### src/rtl/ncs_pkg.sv
// shared types, codes and command bytes for the nand command sequencer
`timescale 1ns / 1ps
`default_nettype none

package ncs_pkg;

    // geometry defaults (page size and block size are powers of two)
    localparam int PAGE_BYTES_DEF      = 2048;
    localparam int PAGES_PER_BLOCK_DEF = 64;
    localparam int ID_BYTES_DEF        = 5;

    // fixed field widths
    localparam int ADDR_W  = 28;
    localparam int COUNT_W = 29;
    localparam int PAGE_W  = 17;
    localparam int LEN_W   = 4;

    // depth of the job queue between front and back
    localparam int QUEUE_DEPTH = 4;

    // flash command bytes
    localparam logic [7:0] CMD_READ_SETUP  = 8'h00;
    localparam logic [7:0] CMD_READ_START  = 8'h30;
    localparam logic [7:0] CMD_PROG_SETUP  = 8'h80;
    localparam logic [7:0] CMD_PROG_START  = 8'h10;
    localparam logic [7:0] CMD_ERASE_SETUP = 8'h60;
    localparam logic [7:0] CMD_ERASE_START = 8'hD0;
    localparam logic [7:0] CMD_READ_ID     = 8'h90;
    localparam logic [7:0] ID_ADDR_BYTE    = 8'h00;
    localparam logic [7:0] GOOD_BLOCK_MARK = 8'hFF;

    // incoming request and event codes
    typedef enum logic [2:0] {
        REQ_READ,
        REQ_PROG,
        REQ_ERASE,
        REQ_BAD,
        REQ_ID,
        REQ_READY,
        REQ_FLASH,
        REQ_HOST
    } req_t;

    // running operation
    typedef enum logic [2:0] {
        OP_READ,
        OP_PROG,
        OP_ERASE,
        OP_BAD,
        OP_ID,
        OP_IDLE
    } op_t;

    // event the running operation waits for
    typedef enum logic [1:0] {
        PH_IDLE,
        PH_READY,
        PH_FLASH,
        PH_HOST
    } phase_t;

    // result kinds
    typedef enum logic [2:0] {
        K_CMD,
        K_ADDR,
        K_WDATA,
        K_STROBE,
        K_CSON,
        K_CSOFF,
        K_HOST,
        K_DONE
    } kind_t;

    // completion status
    typedef enum logic [1:0] {
        ST_OK,
        ST_MISALIGNED,
        ST_BAD_BLOCK,
        ST_REJECTED
    } status_t;

    // leading data beat of a job
    typedef enum logic [1:0] {
        PRE_NONE,
        PRE_HOST,
        PRE_WDATA
    } pre_t;

    // bus sequence that follows the leading beats
    typedef enum logic [3:0] {
        BODY_NONE,
        BODY_READ,
        BODY_PROG,
        BODY_ERASE,
        BODY_ID,
        BODY_STROBE,
        BODY_FINISH,
        BODY_DONE,
        BODY_CMD10
    } body_t;

    // input beat
    typedef struct packed {
        logic [2:0]         req_type;
        logic [ADDR_W-1:0]  start_addr;
        logic [COUNT_W-1:0] byte_count;
        logic [7:0]         data_byte;
    } item_t;

    // result beat
    typedef struct packed {
        logic [2:0] out_kind;
        logic [7:0] out_byte;
        logic [1:0] status;
        logic       last;
    } result_t;

    // one classified item, expanded into result beats by the back end
    typedef struct packed {
        pre_t              pre;
        logic [7:0]        pre_byte;
        logic              cs_on;
        body_t             body;
        logic [15:0]       col;
        logic [PAGE_W-1:0] page;
        status_t           status;
        logic [LEN_W-1:0]  len;
    } job_t;

    // queue head as seen by the back end
    typedef struct packed {
        logic valid;
        job_t job;
    } queue_head_t;

endpackage

`default_nettype wire

### src/rtl/ncs_front.sv
// front end: accepts items, tracks the operation state and builds jobs
`timescale 1ns / 1ps
`default_nettype none

module ncs_front #(
    parameter int PAGE_BYTES      = ncs_pkg::PAGE_BYTES_DEF,
    parameter int PAGES_PER_BLOCK = ncs_pkg::PAGES_PER_BLOCK_DEF,
    parameter int ID_BYTES        = ncs_pkg::ID_BYTES_DEF
) (
    input  wire logic          clk,
    input  wire logic          rst_n,
    input  wire logic          item_valid,
    output logic               item_stall,
    input  wire ncs_pkg::item_t item,
    output logic               push,
    output ncs_pkg::job_t      job,
    input  wire logic          full
);
    import ncs_pkg::*;

    localparam int PAGE_SHIFT  = $clog2(PAGE_BYTES);
    localparam int COL_W       = PAGE_SHIFT + 1;
    localparam int BLOCK_SHIFT = $clog2(PAGE_BYTES * PAGES_PER_BLOCK);
    localparam int ID_W        = $clog2(ID_BYTES + 1);

    localparam logic [COL_W-1:0]   PAGE_END    = COL_W'(PAGE_BYTES);
    localparam logic [COUNT_W-1:0] BLOCK_BYTES = COUNT_W'(PAGE_BYTES * PAGES_PER_BLOCK);
    localparam logic [PAGE_W-1:0]  BLOCK_PAGES = PAGE_W'(PAGES_PER_BLOCK);
    localparam logic [ID_W-1:0]    ID_LAST     = ID_W'(ID_BYTES);

    // number of beats in each bus sequence
    function automatic logic [LEN_W-1:0] body_len(input body_t b);
        logic [LEN_W-1:0] n;
        unique case (b)
            BODY_READ:   n = LEN_W'(7);
            BODY_PROG:   n = LEN_W'(6);
            BODY_ERASE:  n = LEN_W'(5);
            BODY_ID:     n = LEN_W'(3);
            BODY_FINISH: n = LEN_W'(2);
            BODY_NONE:   n = '0;
            default:     n = LEN_W'(1);
        endcase
        return n;
    endfunction

    op_t                op_reg, op_next;
    phase_t             phase_reg, phase_next;
    logic [COL_W-1:0]   column_reg, column_next;
    logic [PAGE_W-1:0]  page_reg, page_next;
    logic [COUNT_W-1:0] left_reg, left_next;
    logic [ID_W-1:0]    id_seen_reg, id_seen_next;

    req_t               req;
    logic               accept;
    logic [COL_W-1:0]   col_inc;
    logic [PAGE_W-1:0]  page_inc;
    logic [COUNT_W-1:0] left_dec;
    logic [ID_W-1:0]    id_inc;
    logic [ADDR_W-1:0]  addr_shift;
    logic [COL_W-1:0]   start_col;
    logic [PAGE_W-1:0]  start_page;
    logic               misaligned;

    assign req        = req_t'(item.req_type);
    assign accept     = item_valid && !full;
    assign push       = accept;
    assign item_stall = full;

    // address split and step values
    assign addr_shift = item.start_addr >> PAGE_SHIFT;
    assign start_page = addr_shift[PAGE_W-1:0];
    assign start_col  = COL_W'(item.start_addr[PAGE_SHIFT-1:0]);
    assign misaligned = (item.start_addr[BLOCK_SHIFT-1:0] != '0)
                     || (item.byte_count[BLOCK_SHIFT-1:0] != '0);
    assign col_inc    = column_reg + COL_W'(1);
    assign page_inc   = page_reg + PAGE_W'(1);
    assign left_dec   = (left_reg != '0) ? left_reg - COUNT_W'(1) : left_reg;
    assign id_inc     = id_seen_reg + ID_W'(1);

    // state registers
    always_ff @(posedge clk or negedge rst_n)
    begin
        if (!rst_n)
        begin
            op_reg      <= OP_IDLE;
            phase_reg   <= PH_IDLE;
            column_reg  <= '0;
            page_reg    <= '0;
            left_reg    <= '0;
            id_seen_reg <= '0;
        end
        else if (accept)
        begin
            op_reg      <= op_next;
            phase_reg   <= phase_next;
            column_reg  <= column_next;
            page_reg    <= page_next;
            left_reg    <= left_next;
            id_seen_reg <= id_seen_next;
        end
    end

    // next state and job classification
    always_comb
    begin
        op_next      = op_reg;
        phase_next   = phase_reg;
        column_next  = column_reg;
        page_next    = page_reg;
        left_next    = left_reg;
        id_seen_next = id_seen_reg;

        job          = '0;
        job.pre      = PRE_NONE;
        job.pre_byte = item.data_byte;
        job.cs_on    = 1'b0;
        job.body     = BODY_DONE;
        job.col      = 16'(column_reg);
        job.page     = page_reg;
        job.status   = ST_REJECTED;

        if (phase_reg == PH_IDLE)
        begin
            if (req <= REQ_ID)
            begin
                column_next  = start_col;
                page_next    = start_page;
                left_next    = item.byte_count;
                id_seen_next = '0;
                job.col      = 16'(start_col);
                job.page     = start_page;
                if (req == REQ_ERASE && misaligned)
                begin
                    job.status = ST_MISALIGNED;
                end
                else if (req <= REQ_ERASE && item.byte_count == '0)
                begin
                    job.status = ST_OK;
                end
                else
                begin
                    op_next   = op_t'(item.req_type);
                    job.cs_on = 1'b1;
                    unique case (req)
                        REQ_READ:
                        begin
                            job.body   = BODY_READ;
                            phase_next = PH_READY;
                        end
                        REQ_PROG:
                        begin
                            job.body   = BODY_PROG;
                            phase_next = PH_HOST;
                        end
                        REQ_ERASE:
                        begin
                            job.body   = BODY_ERASE;
                            phase_next = PH_READY;
                        end
                        REQ_BAD:
                        begin
                            column_next = PAGE_END;
                            job.col     = 16'(PAGE_END);
                            job.body    = BODY_READ;
                            phase_next  = PH_READY;
                        end
                        default:
                        begin
                            job.body   = BODY_ID;
                            phase_next = PH_FLASH;
                        end
                    endcase
                end
            end
        end
        else if (req == REQ_READY && phase_reg == PH_READY)
        begin
            // flash finished its busy period
            if (op_reg == OP_READ || op_reg == OP_BAD)
            begin
                job.body   = BODY_STROBE;
                phase_next = PH_FLASH;
            end
            else if (op_reg == OP_PROG)
            begin
                if (left_reg == '0)
                begin
                    job.body   = BODY_FINISH;
                    job.status = ST_OK;
                    op_next    = OP_IDLE;
                    phase_next = PH_IDLE;
                end
                else
                begin
                    column_next = '0;
                    page_next   = page_inc;
                    job.col     = '0;
                    job.page    = page_inc;
                    job.body    = BODY_PROG;
                    phase_next  = PH_HOST;
                end
            end
            else
            begin
                if (left_reg <= BLOCK_BYTES)
                begin
                    left_next  = '0;
                    job.body   = BODY_FINISH;
                    job.status = ST_OK;
                    op_next    = OP_IDLE;
                    phase_next = PH_IDLE;
                end
                else
                begin
                    left_next  = left_reg - BLOCK_BYTES;
                    page_next  = page_reg + BLOCK_PAGES;
                    job.page   = page_reg + BLOCK_PAGES;
                    job.body   = BODY_ERASE;
                    phase_next = PH_READY;
                end
            end
        end
        else if (req == REQ_FLASH && phase_reg == PH_FLASH)
        begin
            // byte returned by the flash
            if (op_reg == OP_BAD)
            begin
                job.body   = BODY_FINISH;
                job.status = (item.data_byte != GOOD_BLOCK_MARK) ? ST_BAD_BLOCK : ST_OK;
                op_next    = OP_IDLE;
                phase_next = PH_IDLE;
            end
            else if (op_reg == OP_ID)
            begin
                job.pre      = PRE_HOST;
                id_seen_next = id_inc;
                if (id_inc >= ID_LAST)
                begin
                    job.body   = BODY_FINISH;
                    job.status = ST_OK;
                    op_next    = OP_IDLE;
                    phase_next = PH_IDLE;
                end
                else
                begin
                    job.body = BODY_STROBE;
                end
            end
            else
            begin
                job.pre     = PRE_HOST;
                column_next = col_inc;
                left_next   = left_dec;
                if (left_dec == '0)
                begin
                    job.body   = BODY_FINISH;
                    job.status = ST_OK;
                    op_next    = OP_IDLE;
                    phase_next = PH_IDLE;
                end
                else if (col_inc >= PAGE_END)
                begin
                    column_next = '0;
                    page_next   = page_inc;
                    job.col     = '0;
                    job.page    = page_inc;
                    job.body    = BODY_READ;
                    phase_next  = PH_READY;
                end
                else
                begin
                    job.body = BODY_STROBE;
                end
            end
        end
        else if (req == REQ_HOST && phase_reg == PH_HOST)
        begin
            // host byte to program
            job.pre     = PRE_WDATA;
            column_next = col_inc;
            left_next   = left_dec;
            if (left_dec == '0 || col_inc >= PAGE_END)
            begin
                job.body   = BODY_CMD10;
                phase_next = PH_READY;
            end
            else
            begin
                job.body = BODY_NONE;
            end
        end

        job.len = LEN_W'(job.pre != PRE_NONE) + LEN_W'(job.cs_on) + body_len(job.body);
    end

`ifndef ASSERT_OFF
    a_idle_match: assert property (@(posedge clk) disable iff (!rst_n)
        (phase_reg == PH_IDLE) == (op_reg == OP_IDLE))
        else $error("operation and phase disagree on idle");
    a_column_range: assert property (@(posedge clk) disable iff (!rst_n)
        column_reg <= PAGE_END)
        else $error("column beyond page end");
`endif

endmodule

`default_nettype wire

### src/rtl/ncs_queue.sv
// short job queue between the front and back ends
`timescale 1ns / 1ps
`default_nettype none

module ncs_queue (
    input  wire logic           clk,
    input  wire logic           rst_n,
    input  wire logic           push,
    input  wire ncs_pkg::job_t  job_in,
    output logic                full,
    input  wire logic           pop,
    output ncs_pkg::queue_head_t head
);
    import ncs_pkg::*;

    localparam int PTR_W = $clog2(QUEUE_DEPTH);
    localparam int CNT_W = $clog2(QUEUE_DEPTH + 1);
    localparam logic [PTR_W-1:0] PTR_LAST = PTR_W'(QUEUE_DEPTH - 1);
    localparam logic [CNT_W-1:0] CNT_FULL = CNT_W'(QUEUE_DEPTH);

    job_t             slot_reg [QUEUE_DEPTH];
    logic [PTR_W-1:0] wr_ptr_reg, wr_ptr_next;
    logic [PTR_W-1:0] rd_ptr_reg, rd_ptr_next;
    logic [CNT_W-1:0] count_reg, count_next;

    assign full       = (count_reg == CNT_FULL);
    assign head.valid = (count_reg != '0);
    assign head.job   = slot_reg[rd_ptr_reg];

    // pointer and fill count update
    always_comb
    begin
        wr_ptr_next = wr_ptr_reg;
        rd_ptr_next = rd_ptr_reg;
        count_next  = count_reg;
        if (push)
        begin
            wr_ptr_next = (wr_ptr_reg == PTR_LAST) ? '0 : wr_ptr_reg + PTR_W'(1);
        end
        if (pop)
        begin
            rd_ptr_next = (rd_ptr_reg == PTR_LAST) ? '0 : rd_ptr_reg + PTR_W'(1);
        end
        if (push && !pop)
        begin
            count_next = count_reg + CNT_W'(1);
        end
        else if (pop && !push)
        begin
            count_next = count_reg - CNT_W'(1);
        end
    end

    always_ff @(posedge clk or negedge rst_n)
    begin
        if (!rst_n)
        begin
            wr_ptr_reg <= '0;
            rd_ptr_reg <= '0;
            count_reg  <= '0;
        end
        else
        begin
            wr_ptr_reg <= wr_ptr_next;
            rd_ptr_reg <= rd_ptr_next;
            count_reg  <= count_next;
        end
    end

    // job storage
    always_ff @(posedge clk)
    begin
        if (push)
        begin
            slot_reg[wr_ptr_reg] <= job_in;
        end
    end

`ifndef ASSERT_OFF
    a_no_overflow: assert property (@(posedge clk) disable iff (!rst_n)
        !(push && full))
        else $error("job queue written while full");
    a_no_underflow: assert property (@(posedge clk) disable iff (!rst_n)
        !(pop && !head.valid))
        else $error("job queue read while empty");
`endif

endmodule

`default_nettype wire

### src/rtl/ncs_back.sv
// back end: expands each job into result beats, one per cycle while result_stall is low
`timescale 1ns / 1ps
`default_nettype none

module ncs_back (
    input  wire logic                clk,
    input  wire logic                rst_n,
    input  wire ncs_pkg::queue_head_t head,
    output logic                     pop,
    output logic                     result_valid,
    input  wire logic                result_stall,
    output ncs_pkg::result_t         result
);
    import ncs_pkg::*;

    logic [LEN_W-1:0] idx_reg, idx_next;
    logic             result_valid_reg, result_valid_next;
    result_t          result_reg;

    job_t             cur;
    logic             has_pre;
    logic [LEN_W-1:0] cs_pos;
    logic [LEN_W-1:0] body_idx;
    kind_t            beat_kind;
    logic [7:0]       beat_byte;
    status_t          beat_status;
    logic             beat_last;
    logic             load;
    logic [7:0]       col_lo, col_hi, row0, row1, row2;

    assign cur      = head.job;
    assign has_pre  = (cur.pre != PRE_NONE);
    assign cs_pos   = LEN_W'(has_pre);
    assign body_idx = idx_reg - cs_pos - LEN_W'(cur.cs_on);
    assign col_lo   = cur.col[7:0];
    assign col_hi   = cur.col[15:8];
    assign row0     = cur.page[7:0];
    assign row1     = cur.page[15:8];
    assign row2     = {7'b0, cur.page[16]};

    // beat generator for the job at the queue head
    always_comb
    begin
        beat_kind   = K_DONE;
        beat_byte   = '0;
        beat_status = ST_OK;
        if (has_pre && idx_reg == '0)
        begin
            beat_kind = (cur.pre == PRE_HOST) ? K_HOST : K_WDATA;
            beat_byte = cur.pre_byte;
        end
        else if (cur.cs_on && idx_reg == cs_pos)
        begin
            beat_kind = K_CSON;
        end
        else
        begin
            unique case (cur.body)
                BODY_READ, BODY_PROG:
                begin
                    // setup command, two column bytes, three row bytes, then the start command for reads
                    case (body_idx)
                        4'd0:
                        begin
                            beat_kind = K_CMD;
                            beat_byte = (cur.body == BODY_READ) ? CMD_READ_SETUP
                                                                 : CMD_PROG_SETUP;
                        end
                        4'd1: begin beat_kind = K_ADDR; beat_byte = col_lo; end
                        4'd2: begin beat_kind = K_ADDR; beat_byte = col_hi; end
                        4'd3: begin beat_kind = K_ADDR; beat_byte = row0; end
                        4'd4: begin beat_kind = K_ADDR; beat_byte = row1; end
                        4'd5: begin beat_kind = K_ADDR; beat_byte = row2; end
                        default:
                        begin
                            beat_kind = K_CMD;
                            beat_byte = CMD_READ_START;
                        end
                    endcase
                end
                BODY_ERASE:
                begin
                    case (body_idx)
                        4'd0: begin beat_kind = K_CMD;  beat_byte = CMD_ERASE_SETUP; end
                        4'd1: begin beat_kind = K_ADDR; beat_byte = row0; end
                        4'd2: begin beat_kind = K_ADDR; beat_byte = row1; end
                        4'd3: begin beat_kind = K_ADDR; beat_byte = row2; end
                        default:
                        begin
                            beat_kind = K_CMD;
                            beat_byte = CMD_ERASE_START;
                        end
                    endcase
                end
                BODY_ID:
                begin
                    case (body_idx)
                        4'd0: begin beat_kind = K_CMD;  beat_byte = CMD_READ_ID; end
                        4'd1: begin beat_kind = K_ADDR; beat_byte = ID_ADDR_BYTE; end
                        default: beat_kind = K_STROBE;
                    endcase
                end
                BODY_STROBE:
                begin
                    beat_kind = K_STROBE;
                end
                BODY_FINISH:
                begin
                    if (body_idx == '0)
                    begin
                        beat_kind = K_CSOFF;
                    end
                    else
                    begin
                        beat_kind   = K_DONE;
                        beat_status = cur.status;
                    end
                end
                BODY_CMD10:
                begin
                    beat_kind = K_CMD;
                    beat_byte = CMD_PROG_START;
                end
                default:
                begin
                    beat_kind   = K_DONE;
                    beat_status = cur.status;
                end
            endcase
        end
    end

    assign beat_last = (idx_reg == cur.len - LEN_W'(1));

    // output register advances when empty or taken, with a job at the queue head
    assign load = head.valid && (!result_valid_reg || !result_stall);
    assign pop  = load && beat_last;

    always_comb
    begin
        idx_next          = idx_reg;
        result_valid_next = result_valid_reg && result_stall;
        if (load)
        begin
            result_valid_next = 1'b1;
            idx_next          = beat_last ? '0 : idx_reg + LEN_W'(1);
        end
    end

    always_ff @(posedge clk or negedge rst_n)
    begin
        if (!rst_n)
        begin
            idx_reg          <= '0;
            result_valid_reg <= 1'b0;
        end
        else
        begin
            idx_reg          <= idx_next;
            result_valid_reg <= result_valid_next;
        end
    end

    // result payload
    always_ff @(posedge clk)
    begin
        if (load)
        begin
            result_reg.out_kind <= beat_kind;
            result_reg.out_byte <= beat_byte;
            result_reg.status   <= beat_status;
            result_reg.last     <= beat_last;
        end
    end

    assign result_valid = result_valid_reg;
    assign result       = result_reg;

`ifndef ASSERT_OFF
    a_idx_in_job: assert property (@(posedge clk) disable iff (!rst_n)
        head.valid |-> (idx_reg < cur.len))
        else $error("beat index past end of job");
    a_idx_rest: assert property (@(posedge clk) disable iff (!rst_n)
        !head.valid |-> (idx_reg == '0))
        else $error("beat index left over with no job");
`endif

endmodule

`default_nettype wire

### src/rtl/nand_flash_command_sequencer_core.sv
// top level of the nand flash command sequencer
//
//   channel   direction  payload            handshake
//   item      in         ncs_pkg::item_t    item_valid / item_stall
//   result    out        ncs_pkg::result_t  result_valid / result_stall
//
// the front end takes one item per cycle while the queue is not full and turns it into one job.
// the back end sends one result beat per cycle while result_stall is low; an item
// gives as many results as its job has beats: 1 to 3 for byte transfers, 8 when a read
// byte ends a page and starts the next page, up to 8 for commands.
// a four-entry job queue sits between them; item_stall rises when it is full.
// result_stall holds the output register; reset clears all control state
// at once, no clearing pass.
`timescale 1ns / 1ps
`default_nettype none

module nand_flash_command_sequencer_core #(
    parameter int PAGE_BYTES      = ncs_pkg::PAGE_BYTES_DEF,
    parameter int PAGES_PER_BLOCK = ncs_pkg::PAGES_PER_BLOCK_DEF,
    parameter int ID_BYTES        = ncs_pkg::ID_BYTES_DEF
) (
    input  wire logic              clk,
    input  wire logic              rst_n,
    input  wire logic              item_valid,
    output logic                   item_stall,
    input  wire ncs_pkg::item_t    item,
    output logic                   result_valid,
    input  wire logic              result_stall,
    output ncs_pkg::result_t       result
);
    import ncs_pkg::*;

    logic        push;
    logic        full;
    logic        pop;
    job_t        job;
    queue_head_t head;

    // request classification and operation state
    ncs_front #(
        .PAGE_BYTES      (PAGE_BYTES),
        .PAGES_PER_BLOCK (PAGES_PER_BLOCK),
        .ID_BYTES        (ID_BYTES)
    ) u_front (
        .clk        (clk),
        .rst_n      (rst_n),
        .item_valid (item_valid),
        .item_stall (item_stall),
        .item       (item),
        .push       (push),
        .job        (job),
        .full       (full)
    );

    // job queue
    ncs_queue u_queue (
        .clk    (clk),
        .rst_n  (rst_n),
        .push   (push),
        .job_in (job),
        .full   (full),
        .pop    (pop),
        .head   (head)
    );

    // bus cycle and host result generation
    ncs_back u_back (
        .clk          (clk),
        .rst_n        (rst_n),
        .head         (head),
        .pop          (pop),
        .result_valid (result_valid),
        .result_stall (result_stall),
        .result       (result)
    );

endmodule

`default_nettype wire

### config.mk
export PLATFORM = sky130hd
export DESIGN_NAME = nand_flash_command_sequencer_core
export DESIGN_NICKNAME = d
export VERILOG_FILES = /design/src/rtl/ncs_pkg.sv /design/src/rtl/ncs_front.sv /design/src/rtl/ncs_queue.sv /design/src/rtl/ncs_back.sv /design/src/rtl/nand_flash_command_sequencer_core.sv
export SDC_FILE = /design/constraint.sdc
export NUM_CORES = 1
export LEC_CHECK = 0
export BUFFER_PORTS_ARGS = -buffer_cell sky130_fd_sc_hd__buf_2
export CAP_MARGIN = 20
export CORE_MARGIN = 1.5
export CORE_UTILIZATION = 62
export CTS_BUF_LIST = sky130_fd_sc_hd__clkbuf_16
export CTS_CLUSTER_SIZE = 28
export DETAILED_ROUTE_END_ITERATION = 10
export PLACE_DENSITY_LB_ADDON = 0.05
export SYNTH_ARGS = -nofsm -noshare
export SYNTH_HDL_FRONTEND = slang
export SYNTH_HIERARCHICAL = 1
export SYNTH_SLANG_ARGS = --single-unit
export TNS_END_PERCENT = 1
### constraint.sdc
create_clock -name clk -period 5.4 [get_ports clk]
set_input_delay 0.27 -clock clk [delete_from_list [all_inputs] [get_ports clk]]
set_output_delay 0.27 -clock clk [all_outputs]
set_load 0.05 [all_outputs]
Word-level counts from Yosys, hierarchy flattened. Memory sizes are Yosys's and may differ from the RTL's. Index checks and enable logic that the tools add are counted.

Register bits after elaboration: 92. RAM bits: 216. Input bits: 72. Output and inout port bits: 16. Word-level logic and storage cells: 295. Memories: 1.

Memories: u_queue.slot_reg (depth 4, bits a word 54, rd ports 1, clocked after Yosys merged registers in 0, wr ports 1, RTL line ncs_queue.sv:21) `job_t slot_reg [QUEUE_DEPTH];`.

$add $sub $neg: 16. Magnitude comparators: 5. Equal/unequal tests: 56. Multiplexer cells: 144. Reduce and logical (&&, ||, !) cells: 58.

Operators with widths (number): two-way mux 29 bit (13); two-way mux 12 bit (17); two-way mux 17 bit (12); two-way mux 33 bit (3); logical NOT 29 bit (3); two-way mux 3 bit (28); two-way mux 39 bit (2); two-way mux 35 bit (2); two-way mux 2 bit (33); one-hot mux 8 bit (4 select lines) (2); one-hot mux 8 bit (6 select lines) (1); two-way mux 21 bit (2); two-way mux 40 bit (1); two-way mux 4 bit (9); one-hot mux 3 bit (6 select lines) (2); nonzero test 17 bit (2); two-way mux 8 bit (4); less-or-equal comparator 29 x 18 -> 1 bit (second input constant) (1); nonzero test 29 bit (1); subtractor 29 x 1 -> 29 bit (second input constant) (1); subtractor 29 x 18 -> 29 bit (second input constant) (1); equality test 4 x 3 -> 1 bit (second input constant) (7); equality test 4 x 2 -> 1 bit (second input constant) (6); two-way mux 19 bit (1); 56 further kinds (125).

Longest topological paths before layout.
Depth after elaboration: 12. Gate-level depth with buffers: 18. Gate-level depth less buffers: 16.

Cells and area by module. The synthesis kept the hierarchy.

Modules (own cells, without submodules): ncs_queue (times used 1, cells each 319, area each 8209.1 µm², seq. area each 6661.4 µm²); ncs_front (times used 1, cells each 988, area each 6886.6 µm², seq. area each 1654.1 µm²); ncs_back (times used 1, cells each 227, area each 1889.3 µm², seq. area each 545.5 µm²).

Worst setup path after synthesis. No wires, ideal clock.

Kind: register to register. Start: register u_front.left_reg[0]. End: memory u_queue/slot_reg[0][3] (netlist bit), data pin. Library setup time: 0.240 ns. Data arrival time: 4.029 ns. Required time: 5.160 ns. Path slack: 1.131 ns. Stages on the path, launching flop included: 17. Buffers on the path: 3. Period minus slack after synthesis: 4.269 ns. Cells stage by stage: dfrtp_1 clkbuf_1 inv_1 ha_1 or4b_1 or4_4 nor2_4 buf_6 mux2i_1 nor3_2 nand3_2 or2_1 buf_6 a21boi_0 nor3_1 fa_1 nor4_1.

RTL lines: start: declaration (RTL line ncs_front.sv:50) `logic [COUNT_W-1:0] left_reg, left_next;`; start signal: assignment (RTL line ncs_front.sv:98) `left_reg <= left_next;`; end: declaration (RTL line ncs_queue.sv:21).

==> impl_metrics.json <==
{
  "detailed_place_hpwl_mm": 30.1,
  "hold_path_end": "u_front/left_reg[4]",
  "hold_path_depth": 3,
  "crit_path_max_incr_delay_ns": 0.61,
  "hold_class": "primary input to register",
  "cp.arrival_ns": 5.14,
  "finalWirelength_mm": 44.3,
  "r2r_slack_ns": 0.57,
  "setup_violations": 0,
  "finalCoreUtilization_pct": 69.3,
  "io_pins": 88,
  "finClkSkew_ns": 0.0135,
  "synth-edff-count": 230,
  "kind_of_start_point_of_the_critical_path": "register",
  "postRouteAntennaNets": 0,
  "slew_viol_final": 0,
  "clock_path_buffers": 3,
  "synth_largest_type_area_fraction_pct": 40.7,
  "gr-total-overflow": 0,
  "power.density_mw_per_mm2": 673,
  "final-hold-violation-count": 0,
  "tightestPinTransition_ns": 1.09,
  "cp.buffers_inverters": 1,
  "ys_warn_count": 6,
  "synthesis.area_mm2": 0.0170,
  "effective_utilization_at_floorplan_pct": 63.0,
  "yosys_most_used_dff": "edfxtp_1",
  "critical_path_top_delay_cell": "or4_4",
  "post-route-min-period_ns": 4.83,
  "port_buffers": 87,
  "die_y_um": 169,
  "design_power_total_mw": 12.6,
  "synth.lib_cells_used.distinct": 90,
  "globalRouteTotalUtil_pct": 31.8,
  "maximum_number_of_pins_on_one_net_before_global_route_repair": 68,
  "rsz_0062_raised_after_global_routing": "no",
  "mostFrequentLayoutCell": "edfxtp_1",
  "synth-seq-cells": 308,
  "max_clock_freq_mhz": 207,
  "relative_slew_slack_pct": 27.3,
  "ff2ff_path_depth": 13,
  "crit_path_max_fanout": 11,
  "clock-sinks": 308,
  "synth.avg_cell_area_um2": 11.1,
  "post_synth_inst_count": 1534,
  "dpl_cell_area_mm2": 0.0175,
  "drt_drc_violations_left": 0,
  "timing.final.crit_share_pct": 89.5,
  "hp-start": "item[12]",
  "cts_max_level": 1,
  "gp_routability_congestion": 0.955,
  "clk_latency_ns": 0.58,
  "worstSetupPathType": "register to register",
  "fin_setup_tns_ns": 0,
  "routed_wire_length_per_instance_um": 22.6,
  "reg2reg_to": "u_queue/slot_reg[3][3]",
  "insertedDiodeCount": 0,
  "critical_path_data_required_time_ns": 5.70,
  "ir_drop_worst_vdd_v": 0.000338,
  "ys_async_sr_fraction_pct": 25.3,
  "layout-drive-gt1-share_pct": 16.3,
  "design_area_mm2": 0.0187,
  "initial_antenna_violation_count": 0,
  "avg_vias_per_cell": 6.72,
  "row_count": 60,
  "drtIter0Drc": 1400,
  "kind_of_cell_adding_the_most_delay_to_the_critical_path": "simple AND/OR/NAND/NOR gates",
  "cts.repair_timing.setup_buffer_count": 0,
  "worstPathCellList": "inv_1 > ha_1 > or4b_1 > or4_4 > nor2_4 > mux2i_1 > nor3_2 > nand3_2 > or2_1 > a21boi_0 > nor3_1 > fa_1 > nor4_1",
  "layout.cells.most_common_list": "edfxtp_1 (230), nand2_1 (153), o21ai_0 (135), nor2_1 (107), a21oi_1 (98)",
  "synth.yosys.seq_area_share_pct": 52.2,
  "cts-buffers-inserted": 31,
  "outcome": "complete, no violations",
  "die_area_mm2": 0.0284,
  "worstSetupEndpointType": "register",
  "total_leakage_power_nw": 6.65,
  "floorplan.core_area_mm2": 0.0270,
  "clk_pin_slew_ns": 0.06,
  "die-width_um": 169,
  "syn_to_final_growth_pct": 10.0,
  "routed-via-count": 13200,
  "critical_path.reg2reg.startpoint": "u_front/left_reg[0]",
  "cts_tree": "built",
  "first_global_vias": 12300,
  "final.hold.worst_slack_ns": 0.0206,
  "max_cap_violation_count": 0,
  "synth_top_cells_by_area": "edfxtp_1 (41%), dfrtp_1 (11%), mux4_2 (7.3%)",
  "cts-root-buf": "clkbuf_16",
  "grt_first_pass_wirelength_mm": 70.0,
  "flip_flop_count_of_the_largest_register_all_copies_and_words_added": 216,
  "firstDrtPassIters": 6,
  "yosys.area.top_type": "edfxtp_1",
  "final_net_count": 1690
}
cell type report:
type                       instances  area (um2)
sequential                       308        8870
multi-input combinational       1081        7440
tap                              341         427
inverter                          36         135
fill                            1984        8260
clock inverter                    26         184
timing repair buffer             136         856
clock buffer                      31         776
per-layer routing:
metal	GRT usage [%]	vias up	share of wire, %
li1	-	5987	-
met1	45.0	6400	42
met2	51.8	684	47
met3	4.37	103	7.7
met4	9.63	0	3.0
met5	0	-	0
kinds of logic (layout without fill, tap and decap cells):
group / count (synthesis) / in the layout / share of synthesized area [%]
AND/OR/NAND/NOR: 500 / 500 / 14.5
other: 1 / 4 / 0.0221
multiplexers: 76 / 76 / 8.62
AO/OA/AOI/OAI: 427 / 427 / 15.9
flip-flops: 308 / 308 / 52.2
buffers and inverters: 148 / 229 / 4.26
adder cells (fa/ha/maj): 25 / 25 / 1.92
XOR/XNOR: 49 / 49 / 2.68
worst min-delay path, stage by stage:
cell	delay [ns]
buf_2	0.09
a21oi_1	0.05
o21ai_0	0.14
what timing repair did:
item,CTS,global route
gates resized for setup,0,0
hold endpoints to repair,57,0
hold buffers,20,0
how the worst max path moves through the flow:
stage	from	to	cells past startpoint
finish	u_front/left_reg[0]	u_queue/slot_reg[3][3]	13
CTS	u_front/left_reg[0]	u_queue/slot_reg[3][3]	13
floorplan	u_front/left_reg[0]	u_queue/slot_reg[0][3]	16
global route	u_front/left_reg[8]	u_queue/slot_reg[3][3]	11
global placement	u_front/left_reg[0]	u_queue/slot_reg[0][3]	13
detailed placement	u_front/left_reg[0]	u_queue/slot_reg[2][3]	13
power by group:
group	total, mW	leakage [nW]	switching (mW)	internal [mW]
clock	2.02	0.495	0.885	1.14
combinational	6.31	3.08	3.98	2.33
sequential	4.25	3.08	0.696	3.55
total	12.6	6.65	5.56	7.01
through the flow:
stage          setup slack [ns]  std cells
2_1_floorplan              1.13       1537
3_3_place_gp              0.769       1881
3_5_place_dp              0.580       1881
4_1_cts                   0.582       1958
5_1_grt                  0.0438       1959
6_report                  0.565       1959
synth_stat cells, types with 8 or more instances:
cell type and n:
buf_2 14, mux2i_1 11, o211ai_1 10, xnor2_1 36, edfxtp_1 230, nor4_1 31
and2_1 14, a21oi_1 98, nand4_1 9, mux4_2 55, clkbuf_1 67, inv_1 36
nand3_1 52, nor3_1 40, dfrtp_1 76, and3_1 18, mux2_2 8, o31ai_1 10
xor2_1 11, a22oi_1 23, o21ai_0 135, nor2_1 109, or3_1 11, nand2b_1 16
ha_1 22, nand2_1 153, buf_4 16, o21ai_1 10, a221oi_1 14, a31oi_1 19
buf_6 12, o22ai_1 14, a211oi_1 12
(Power assumes the default switching activity.)
